File: src/sv/afv_pkg.sv
package afv_pkg;

  localparam int RAD_W  = 20;
  localparam int SEG_W  = 7;
  localparam int DEG_W  = 11;
  localparam int ROT_W  = 18;
  localparam int POS_W  = 24;
  localparam int TEX_W  = 17;
  localparam int TRIG_W = 18;
  localparam int ANG_W  = 28;
  localparam int XY_W   = 33;
  localparam int DIVD_W = 27;
  localparam int ATAN_IDX_W = 5;
  localparam int IN_W   = 168;
  localparam int OUT_W  = 88;

  localparam logic [SEG_W-1:0] MIN_SEGMENTS = 7'd3;

  localparam logic signed [ANG_W-1:0] ANG_FULL    = 28'sd23592960;
  localparam logic signed [ANG_W-1:0] ANG_HALF    = 28'sd11796480;
  localparam logic signed [ANG_W-1:0] ANG_QUARTER = 28'sd5898240;
  localparam logic signed [XY_W-1:0]  CORDIC_X0   = 33'sd652032874;
  localparam logic signed [TRIG_W-1:0] TRIG_ONE   = 18'sd65536;
  localparam logic [TEX_W-1:0] TEX_HALF = 17'd32768;

  typedef enum logic [1:0] {
    CP_IDLE, CP_WRAP, CP_ITER, CP_FIN
  } cordic_phase_t;

  typedef enum logic [3:0] {
    ST_IDLE, ST_BAD, ST_DIV, ST_RGO, ST_RWAIT, ST_TGO, ST_TWAIT,
    ST_MR1, ST_MR2, ST_MR3, ST_X1, ST_X2, ST_X3, ST_X4, ST_X5, ST_LOAD
  } afv_state_t;

  function automatic logic [21:0] atan_q16(input logic [ATAN_IDX_W-1:0] idx);
    logic [21:0] v;
    case (idx)
      5'd0:  v = 22'd2949120;
      5'd1:  v = 22'd1740967;
      5'd2:  v = 22'd919879;
      5'd3:  v = 22'd466945;
      5'd4:  v = 22'd234379;
      5'd5:  v = 22'd117304;
      5'd6:  v = 22'd58666;
      5'd7:  v = 22'd29335;
      5'd8:  v = 22'd14668;
      5'd9:  v = 22'd7334;
      5'd10: v = 22'd3667;
      5'd11: v = 22'd1833;
      5'd12: v = 22'd917;
      5'd13: v = 22'd458;
      5'd14: v = 22'd229;
      5'd15: v = 22'd115;
      5'd16: v = 22'd57;
      5'd17: v = 22'd29;
      5'd18: v = 22'd14;
      5'd19: v = 22'd7;
      5'd20: v = 22'd4;
      5'd21: v = 22'd2;
      5'd22: v = 22'd1;
      default: v = 22'd0;
    endcase
    return v;
  endfunction

endpackage

File: src/sv/afv_div.sv
module afv_div (
  input  logic                       clk,
  input  logic                       rst,
  input  logic                       start,
  input  logic [afv_pkg::DIVD_W-1:0] dividend,
  input  logic [afv_pkg::SEG_W-1:0]  divisor,
  output logic                       done,
  output logic [afv_pkg::DIVD_W-1:0] quotient
);
  import afv_pkg::*;

  localparam int CNT_W = $clog2(DIVD_W + 1);

  logic             busy;
  logic [CNT_W-1:0] cnt;
  logic [SEG_W-1:0] rem;
  logic [SEG_W:0]   rem_sh;
  logic             fits;

  assign rem_sh = {rem, quotient[DIVD_W-1]};
  assign fits   = rem_sh >= {1'b0, divisor};

  always_ff @(posedge clk) begin
    if (rst) begin
      busy <= 1'b0;
      done <= 1'b0;
      cnt  <= '0;
    end else begin
      done <= 1'b0;
      if (start) begin
        busy <= 1'b1;
        cnt  <= CNT_W'(DIVD_W);
      end else if (busy) begin
        cnt <= cnt - CNT_W'(1);
        if (cnt == CNT_W'(1)) begin
          busy <= 1'b0;
          done <= 1'b1;
        end
      end
    end
  end

  always_ff @(posedge clk) begin
    if (start) begin
      rem      <= '0;
      quotient <= dividend;
    end else if (busy) begin
      rem      <= fits ? SEG_W'(rem_sh - {1'b0, divisor}) : SEG_W'(rem_sh);
      quotient <= {quotient[DIVD_W-2:0], fits};
    end
  end

endmodule

File: src/sv/afv_cordic.sv
module afv_cordic #(
  parameter int STEPS = 16
) (
  input  logic                              clk,
  input  logic                              rst,
  input  logic                              start,
  input  logic signed [afv_pkg::ANG_W-1:0]  angle,
  output logic                              done,
  output logic signed [afv_pkg::TRIG_W-1:0] cos_q,
  output logic signed [afv_pkg::TRIG_W-1:0] sin_q
);
  import afv_pkg::*;

  localparam int CNT_W = $clog2(STEPS + 1);

  cordic_phase_t phase, phase_next;

  logic signed [ANG_W-1:0]  z;
  logic signed [XY_W-1:0]   x, y, dx, dy, xr, yr;
  logic signed [ANG_W-1:0]  atan_v;
  logic signed [TRIG_W-1:0] xc, yc;
  logic                     neg;
  logic [CNT_W-1:0]         cnt;
  logic                     in_range;

  assign in_range = (z <= ANG_HALF) && (z > -ANG_HALF);
  assign dx       = y >>> cnt;
  assign dy       = x >>> cnt;
  assign atan_v   = signed'(ANG_W'(atan_q16(ATAN_IDX_W'(cnt))));
  assign xr       = (x + XY_W'(8192)) >>> 14;
  assign yr       = (y + XY_W'(8192)) >>> 14;

  always_comb begin
    if (xr > XY_W'(TRIG_ONE)) xc = TRIG_ONE;
    else if (xr < -XY_W'(TRIG_ONE)) xc = -TRIG_ONE;
    else xc = TRIG_W'(xr);
    if (yr > XY_W'(TRIG_ONE)) yc = TRIG_ONE;
    else if (yr < -XY_W'(TRIG_ONE)) yc = -TRIG_ONE;
    else yc = TRIG_W'(yr);
  end

  always_ff @(posedge clk) begin
    if (rst) phase <= CP_IDLE;
    else phase <= phase_next;
  end

  always_comb begin
    phase_next = phase;
    case (phase)
      CP_IDLE: if (start) phase_next = CP_WRAP;
      CP_WRAP: if (in_range) phase_next = CP_ITER;
      CP_ITER: if (cnt == CNT_W'(STEPS - 1)) phase_next = CP_FIN;
      CP_FIN:  phase_next = CP_IDLE;
      default: phase_next = CP_IDLE;
    endcase
  end

  always_ff @(posedge clk) begin
    if (rst) done <= 1'b0;
    else done <= (phase == CP_FIN);
  end

  always_ff @(posedge clk) begin
    case (phase)
      CP_IDLE: begin
        z   <= angle;
        x   <= CORDIC_X0;
        y   <= '0;
        cnt <= '0;
      end
      CP_WRAP: begin
        if (z > ANG_HALF) begin
          z <= z - ANG_FULL;
        end else if (z <= -ANG_HALF) begin
          z <= z + ANG_FULL;
        end else if (z > ANG_QUARTER) begin
          z   <= z - ANG_HALF;
          neg <= 1'b1;
        end else if (z < -ANG_QUARTER) begin
          z   <= z + ANG_HALF;
          neg <= 1'b1;
        end else begin
          neg <= 1'b0;
        end
      end
      CP_ITER: begin
        if (z >= 0) begin
          x <= x - dx;
          y <= y + dy;
          z <= z - atan_v;
        end else begin
          x <= x + dx;
          y <= y - dy;
          z <= z + atan_v;
        end
        cnt <= cnt + CNT_W'(1);
      end
      CP_FIN: begin
        cos_q <= neg ? -xc : xc;
        sin_q <= neg ? -yc : yc;
      end
      default: ;
    endcase
  end

endmodule

File: src/sv/arc_fan_vertex_generator.sv
// Arc fan vertex generator. Each input transaction requests one triangle-fan arc and yields
// segments+2 output transactions: the fan center (uv 0.5,0.5) and then segments+1 rim points,
// each translated by -pivot, rotated, and offset by the placement, in saturated Q16.8. A zero
// radius or a segment count outside 3..MAX_SEGMENTS yields one transaction with tuser set.
// s_tready is high only between requests. One request runs the step divider and a CORDIC
// rotation for the rotation angle, then a CORDIC run and the scaling multiplies for each rim
// point, the center skipping both; the iterative CORDIC unit and the single shared multiplier
// set the time per request.
module arc_fan_vertex_generator #(
  parameter int MAX_SEGMENTS = 62,
  parameter int CORDIC_STEPS = 16
) (
  input  logic                         clk,
  input  logic                         rst,
  input  logic                         s_tvalid,
  output logic                         s_tready,
  // radius, segments, start_deg, end_deg, rotation_deg, pivot_x, pivot_y, place_x, place_y
  input  logic [afv_pkg::IN_W-1:0]     s_tdata,
  output logic                         m_tvalid,
  input  logic                         m_tready,
  // pos_x, pos_y, tex_u, tex_v
  output logic [afv_pkg::OUT_W-1:0]    m_tdata,
  // bad_request
  output logic                         m_tuser,
  // last_vertex
  output logic                         m_tlast
);
  import afv_pkg::*;

  localparam int VIDX_W = $clog2(MAX_SEGMENTS + 2);

  afv_state_t state, state_next;

  logic [RAD_W-1:0]         radius;
  logic [SEG_W-1:0]         segs;
  logic signed [ROT_W-1:0]  rot;
  logic signed [POS_W-1:0]  pivot_x, pivot_y, place_x, place_y;
  logic signed [ANG_W-1:0]  accum, step;
  logic signed [TRIG_W-1:0] rot_cos, rot_sin;
  logic [VIDX_W-1:0]        vidx;
  logic signed [21:0]       px, py;
  logic [TEX_W-1:0]         tu, tv;
  logic signed [25:0]       mul_a;
  logic signed [TRIG_W-1:0] mul_b;
  logic signed [43:0]       prod;
  logic signed [44:0]       accx, accy;
  logic signed [24:0]       dx, dy;
  logic signed [29:0]       rx, ry;
  logic signed [POS_W-1:0]  sx, sy;
  logic signed [TRIG_W:0]   csum, ssum;
  logic signed [DEG_W:0]    diff;
  logic [DIVD_W-1:0]        dividend, quotient;
  logic                     diff_neg, step_neg, div_start, div_done;
  logic                     cor_start, cor_done;
  logic signed [ANG_W-1:0]  cor_angle;
  logic signed [TRIG_W-1:0] cor_cos, cor_sin;
  logic                     accept, bad, out_free, last;

  logic [RAD_W-1:0]        in_radius;
  logic [SEG_W-1:0]        in_segs;
  logic signed [DEG_W-1:0] in_start, in_end;

  assign in_radius = s_tdata[19:0];
  assign in_segs   = s_tdata[26:20];
  assign in_start  = s_tdata[37:27];
  assign in_end    = s_tdata[48:38];

  assign s_tready = (state == ST_IDLE);
  assign accept   = s_tvalid && s_tready;
  assign bad      = (in_radius == '0) || (in_segs < MIN_SEGMENTS) ||
                    (in_segs > SEG_W'(MAX_SEGMENTS));
  assign out_free = !m_tvalid || m_tready;
  assign last     = ((SEG_W+1)'(vidx)) == ({1'b0, segs} + (SEG_W+1)'(1));

  assign diff      = (DEG_W+1)'(in_end) - (DEG_W+1)'(in_start);
  assign diff_neg  = diff[DEG_W];
  assign dividend  = {DEG_W'(diff_neg ? -diff : diff), 16'b0};
  assign div_start = accept && !bad;

  assign cor_start = (state == ST_RGO) || (state == ST_TGO);
  assign cor_angle = (state == ST_RGO) ? {{2{rot[ROT_W-1]}}, rot, 8'b0} : accum;

  assign dx   = 25'(px) - 25'(pivot_x);
  assign dy   = 25'(py) - 25'(pivot_y);
  assign csum = (TRIG_W+1)'(cor_cos) + (TRIG_W+1)'(65537);
  assign ssum = (TRIG_W+1)'(cor_sin) + (TRIG_W+1)'(65537);
  assign rx   = 30'((accx + 45'sd32768) >>> 16) + 30'(place_x);
  assign ry   = 30'((accy + 45'sd32768) >>> 16) + 30'(place_y);

  always_comb begin
    if (rx > 30'sd8388607) sx = 24'sh7FFFFF;
    else if (rx < -30'sd8388608) sx = 24'sh800000;
    else sx = POS_W'(rx);
    if (ry > 30'sd8388607) sy = 24'sh7FFFFF;
    else if (ry < -30'sd8388608) sy = 24'sh800000;
    else sy = POS_W'(ry);
  end

  always_comb begin
    case (state)
      ST_MR1: begin mul_a = signed'(26'(radius)); mul_b = cor_cos; end
      ST_MR2: begin mul_a = signed'(26'(radius)); mul_b = cor_sin; end
      ST_X2:  begin mul_a = 26'(dy); mul_b = rot_sin; end
      ST_X3:  begin mul_a = 26'(dx); mul_b = rot_sin; end
      ST_X4:  begin mul_a = 26'(dy); mul_b = rot_cos; end
      default: begin mul_a = 26'(dx); mul_b = rot_cos; end
    endcase
  end

  afv_div u_div (
    .clk      (clk),
    .rst      (rst),
    .start    (div_start),
    .dividend (dividend),
    .divisor  (segs),
    .done     (div_done),
    .quotient (quotient)
  );

  afv_cordic #(.STEPS(CORDIC_STEPS)) u_cordic (
    .clk   (clk),
    .rst   (rst),
    .start (cor_start),
    .angle (cor_angle),
    .done  (cor_done),
    .cos_q (cor_cos),
    .sin_q (cor_sin)
  );

  always_ff @(posedge clk) begin
    if (rst) state <= ST_IDLE;
    else state <= state_next;
  end

  always_comb begin
    state_next = state;
    case (state)
      ST_IDLE:  if (accept) state_next = bad ? ST_BAD : ST_DIV;
      ST_BAD:   if (out_free) state_next = ST_IDLE;
      ST_DIV:   if (div_done) state_next = ST_RGO;
      ST_RGO:   state_next = ST_RWAIT;
      ST_RWAIT: if (cor_done) state_next = ST_X1;
      ST_TGO:   state_next = ST_TWAIT;
      ST_TWAIT: if (cor_done) state_next = ST_MR1;
      ST_MR1:   state_next = ST_MR2;
      ST_MR2:   state_next = ST_MR3;
      ST_MR3:   state_next = ST_X1;
      ST_X1:    state_next = ST_X2;
      ST_X2:    state_next = ST_X3;
      ST_X3:    state_next = ST_X4;
      ST_X4:    state_next = ST_X5;
      ST_X5:    state_next = ST_LOAD;
      ST_LOAD:  if (out_free) state_next = last ? ST_IDLE : ST_TGO;
      default:  state_next = ST_IDLE;
    endcase
  end

  always_ff @(posedge clk) begin
    if (rst) m_tvalid <= 1'b0;
    else if ((state == ST_BAD || state == ST_LOAD) && out_free) m_tvalid <= 1'b1;
    else if (m_tready) m_tvalid <= 1'b0;
  end

  always_ff @(posedge clk) begin
    prod <= mul_a * mul_b;
    case (state)
      ST_IDLE: begin
        radius   <= in_radius;
        segs     <= in_segs;
        rot      <= s_tdata[66:49];
        pivot_x  <= s_tdata[90:67];
        pivot_y  <= s_tdata[114:91];
        place_x  <= s_tdata[138:115];
        place_y  <= s_tdata[162:139];
        accum    <= {in_start[DEG_W-1], in_start, 16'b0};
        step_neg <= diff_neg;
      end
      ST_BAD: if (out_free) begin
        m_tdata <= '0;
        m_tuser <= 1'b1;
        m_tlast <= 1'b1;
      end
      ST_DIV: if (div_done)
        step <= step_neg ? -signed'(ANG_W'(quotient)) : signed'(ANG_W'(quotient));
      ST_RWAIT: if (cor_done) begin
        rot_cos <= cor_cos;
        rot_sin <= cor_sin;
        vidx    <= '0;
        px      <= '0;
        py      <= '0;
        tu      <= TEX_HALF;
        tv      <= TEX_HALF;
      end
      ST_TWAIT: if (cor_done) begin
        tu <= csum[TEX_W:1];
        tv <= ssum[TEX_W:1];
      end
      ST_MR2: px <= 22'((prod + 44'sd32768) >>> 16);
      ST_MR3: py <= 22'((prod + 44'sd32768) >>> 16);
      ST_X2:  accx <= 45'(prod);
      ST_X3:  accx <= accx - 45'(prod);
      ST_X4:  accy <= 45'(prod);
      ST_X5:  accy <= accy + 45'(prod);
      ST_LOAD: if (out_free) begin
        m_tdata <= {6'b0, tv, tu, sy, sx};
        m_tuser <= 1'b0;
        m_tlast <= last;
        vidx    <= vidx + VIDX_W'(1);
        if (vidx != '0) accum <= accum + step;
      end
      default: ;
    endcase
  end

  a_bad_is_last: assert property (@(posedge clk) disable iff (rst)
    m_tvalid && m_tuser |-> m_tlast && (m_tdata == '0))
    else $error("rejected request result not final or not zero");

  a_busy_after_accept: assert property (@(posedge clk) disable iff (rst)
    s_tvalid && s_tready |=> !s_tready)
    else $error("ready high right after a request was taken");

  a_vidx_bound: assert property (@(posedge clk) disable iff (rst)
    state == ST_LOAD |-> (SEG_W+1)'(vidx) <= ({1'b0, segs} + (SEG_W+1)'(1)))
    else $error("vertex index beyond the rim");

  a_cordic_done_wait: assert property (@(posedge clk) disable iff (rst)
    cor_done |-> state == ST_RWAIT || state == ST_TWAIT)
    else $error("trig result arrived outside a wait state");

endmodule

File: config.mk
export PLATFORM = sky130hd
export DESIGN_NAME = arc_fan_vertex_generator
export DESIGN_NICKNAME = d
export VERILOG_FILES = /design/src/sv/afv_pkg.sv /design/src/sv/afv_div.sv /design/src/sv/afv_cordic.sv /design/src/sv/arc_fan_vertex_generator.sv
export SDC_FILE = /design/constraint.sdc
export NUM_CORES = 2
export LEC_CHECK = 0
export BUFFER_PORTS_ARGS = -buffer_cell sky130_fd_sc_hd__buf_2
export CORE_MARGIN = 4
export CORE_UTILIZATION = 60
export CTS_BUF_LIST = sky130_fd_sc_hd__clkbuf_16
export DETAILED_ROUTE_END_ITERATION = 6
export HOLD_SLACK_MARGIN = 0.15
export PLACE_DENSITY = 0.78
export RECOVER_POWER = 50
export SLEW_MARGIN = 30
export SYNTH_ARGS = -nofsm -noshare
export SYNTH_HDL_FRONTEND = slang
export SYNTH_HIERARCHICAL = 1
export SYNTH_SLANG_ARGS = --single-unit
File: constraint.sdc
create_clock -name clk -period 10.8 [get_ports clk]
set_clock_uncertainty 0.1 [all_clocks]
set_input_delay 0.54 -clock clk [delete_from_list [all_inputs] [get_ports clk]]
set_output_delay 0.54 -clock clk [all_outputs]
set_load 0.02 [all_outputs]
==> key figures <==
Timing
  – Worst Tran Pin Value: 4.26 ns
  – Part of the cycle the worst path needs: 0.945
  – Endpoints failing setup: 0
  – Tmin final: 10.21 ns
  – RSZ-0062 raised after global routing: false
  – Fmax achieved: 0.0980 GHz
  – Final hold violation count: 0
  – Slew headroom: -1.84
  – Slew Limit Fails: 700
  – Setup TNS: 0 ns

Yosys
  – Main combinational cell family by area after synthesis: adder cells
  – Count of state elements after synthesis: 743
  – Syn Std Cell Area: 72700 um2
  – Count of cell types in the netlist: 123
  – YS warnings: 6
  – XOR/XNOR share of the synthesized area: 0.0694
  – Mapped Cells: 7800
  – Async SR Flop Fraction: 0
  – Mux cell area share after synthesis: 0.0443
  – EDFF count, synth: 655
  – Simple-gate share of the synthesized area: 0.159
  – Register area share after synthesis: 0.295
  – Ys flop type: edfxtp_1
  – Synth Area in Compound Gates: 0.161
  – Mapped Avg Cell Area: 9.32 um2
  – Synth Area in Adders: 0.209

Floorplanning
  – Core footprint: 120000 um2
  – Die width: 356 um
  – Die Height: 356 um
  – Starting density of the core: 0.605
  – Total Die Area: 127000 um2
  – I/O pin count: 264
  – # rows: 127

Worst setup path
  – Worst Setup SP: pivot_y[1]$_DFFE_PP_
  – CP Max Fanout: 9
  – Crit-path max cell delay: 0.76 ns
  – Worst EP required: 11.34 ns
  – Critical Path Most Common Cell: fa_1
  – Crit Path Class: flop to flop
  – RR Startpoint: pivot_y[1]$_DFFE_PP_
  – Data arrival time of the worst path: 10.74 ns
  – Worst setup SP type: flop
  – Worst path top cell family by delay: compound AO/OA/AOI/OAI gates
  – Crit end category: flop
  – Slowest cell on crit path: o311ai_0
  – WP buf/inv: 5

Final layout
  – Fill count: 9621
  – NumNets Final: 9210
  – Share of cells above drive strength 1: 0.0765
  – P&R area growth vs syn: 9.77%

Global route
  – Pin count of the biggest net entering global routing: 84
  – GRT Overall Usage: 0.333
  – Vias in the first global route: 60400
  – Initial antenna violation count: 10
  – GRT Residual Overflow: 0
  – First-pass GRT wire length: 333000 um

Clock network
  – Clock buffer count from CTS: 87
  – Clock Root Buffer: clkbuf_16
  – CTS max path bufs: 3
  – Worst-Skew Late Latency: 0.73 ns
  – CTS clk-pin slew, worst paths: 0.06 ns
  – CTS sink cnt: 743
  – CTS HTree Levels: 3
  – Post-CTS setup buffer count: 0
  – TritonCTS clock tree: yes

Placement
  – Final HPWL DP: 158000 um
  – Routability cong.: 1.01
  – I/O Buffers: 252

Routing
  – Vias per cell: 6.27
  – Post-Route WL: 215000 um
  – Post-detailed-route wirelength per cell: 21.9 um
  – DRC errors left: 2
  – Drt pass-1 iters: 7
  – DR iter-0 viols: 6491
  – Antenna Nets Post-Route: 0
  – Via count: 61400

Min path
  – Worst Hold Class: primary input to flop
  – Hold_sp: m_tready

Run status
  – Status: complete, but fails checks
  – Violated checks: DRC, capacitance limit, slew limit

Run
  – Max capacitance violation total: 15
-- cell families (layout without fill, tap and decap cells) --
kind of cell | count (synthesis) | after routing
xor+xnor | 575 | 575
mux | 217 | 217
compound gates | 1769 | 1769
fa+ha+maj | 937 | 937
other cells | 1 | 26
simple gates | 2426 | 2426
flops | 743 | 743
buf+inv | 1132 | 1486
-- cell usage after synthesis (130+ instances only) --
cell        n  share of area
fa_1      458           0.13
a21o_1    184          0.019
o21ai_0   399          0.027
edfxtp_1  655           0.27
clkbuf_1  256          0.013
inv_1     794          0.041
xor2_1    228          0.027
a21oi_1   432          0.030
nor3_1    130         0.0090
nand3_1   171          0.012
nand2_1   763          0.039
ha_1      479          0.082
xnor2_1   346          0.042
nor2_1    655          0.034
-- registers in the layout, summed over array words and instances (netlist names), 18 cells and up --
signal / cells
pivot_x: 24
accx: 45
u_div/quotient: 27
prod: 44
rot: 18
py: 22
accy: 45
u_cordic/y: 33
rot_cos: 18
m_tdata: 82
accum: 28
u_cordic/sin_q: 18
u_cordic/z: 28
place_y: 24
rot_sin: 18
pivot_y: 24
place_x: 24
u_cordic/cos_q: 18
u_cordic/x: 33
step: 28
u_cordic/atan_v: 22
px: 22
radius: 20
-- through the flow --
step / instances / util / hold slack, ns / setup WS, ns / instance area, um2
after global routing: 9788 / 0.664 / 0.230 / 0.155 / 79700
after detailed placement: 9467 / 0.628 / 0.374 / 0.712 / 75400
after floorplan: 7821 / - / 0.335 / 1.95 / 72700
final: 9791 / 0.664 / 0.208 / 0.593 / 79800
after CTS: 9783 / 0.665 / 0.183 / 0.538 / 79900
after global placement: 9467 / 0.628 / 0.353 / 0.850 / 75400
-- metal layers --
metal	GRT usage	part of all wire	up-vias
met3	0.0674	0.096	710
met5	0	0.00027	-
met4	0.187	0.068	8
met1	0.418	0.38	29500
met2	0.539	0.46	3039
li1	-	-	28100
-- worst register-to-register path: cells and delay by family (launching register included) --
| kind | cells | cell delay [ns] |
|---|---|---|
| DFF | 1 | 0.41 |
| adders and majority gates | 8 | 3.81 |
| and+or+nand+nor | 6 | 1.33 |
| buffers and inverters | 5 | 0.28 |
| xor gates and xnor gates | 2 | 0.37 |
| AOI/OAI and AO/OA | 11 | 3.85 |
-- worst paths after layout --
path | endpoint | slack [ns] | cells past startpoint
setup / recovery | prod[42]$_DFF_P_ | 0.59 | 32
hold / removal | m_tvalid$_SDFFE_PP0P_ | 0.21 | 3
setup reg to reg | prod[42]$_DFF_P_ | 0.59 | 32
hold reg to reg | u_div/rem[6]$_SDFFE_PP0P_ | 0.37 | 2
-- area by class of cell --
class	count	area, um2	area share
inverters	798	3000	0.0376
clock inverters	71	619	0.00777
repair buffers	525	3520	0.0442
clock buffers	92	2300	0.0289
flip-flops and latches	743	21400	0.269
multi-input cells	5946	46900	0.588
diodes	4	10.0	0.000126
well taps	1612	2020	0.0253
-- cells in the final DEF (no fill, tap or decap), drive strengths merged, types with 67 or more instances in the layout --
master       count
xor2           229
nand2          764
mux4            68
xnor2          346
nor2           656
o211ai          70
dlygate4sd3    153
ha             479
a21o           184
mux2i           70
dfxtp           88
nand3          173
o21ai          426
nor2b           87
fa             458
nor3           132
nand2b         107
or3             67
inv            818
and3            78
edfxtp         655
mux2            79
and2           117
o21a            67
clkbuf         238
buf            226
nand4           75
a21oi          435
-- repair_timing --
action                                  CTS  global route
hold buffers                            153             0
endpoints found under the hold margin   163             0
endpoints found under the setup margin    0             4
gates resized for setup                   0             1
Power is left out: the tool's default activity adds up to more than one toggle a clock period on the data nets, which glitch-free logic cannot reach.
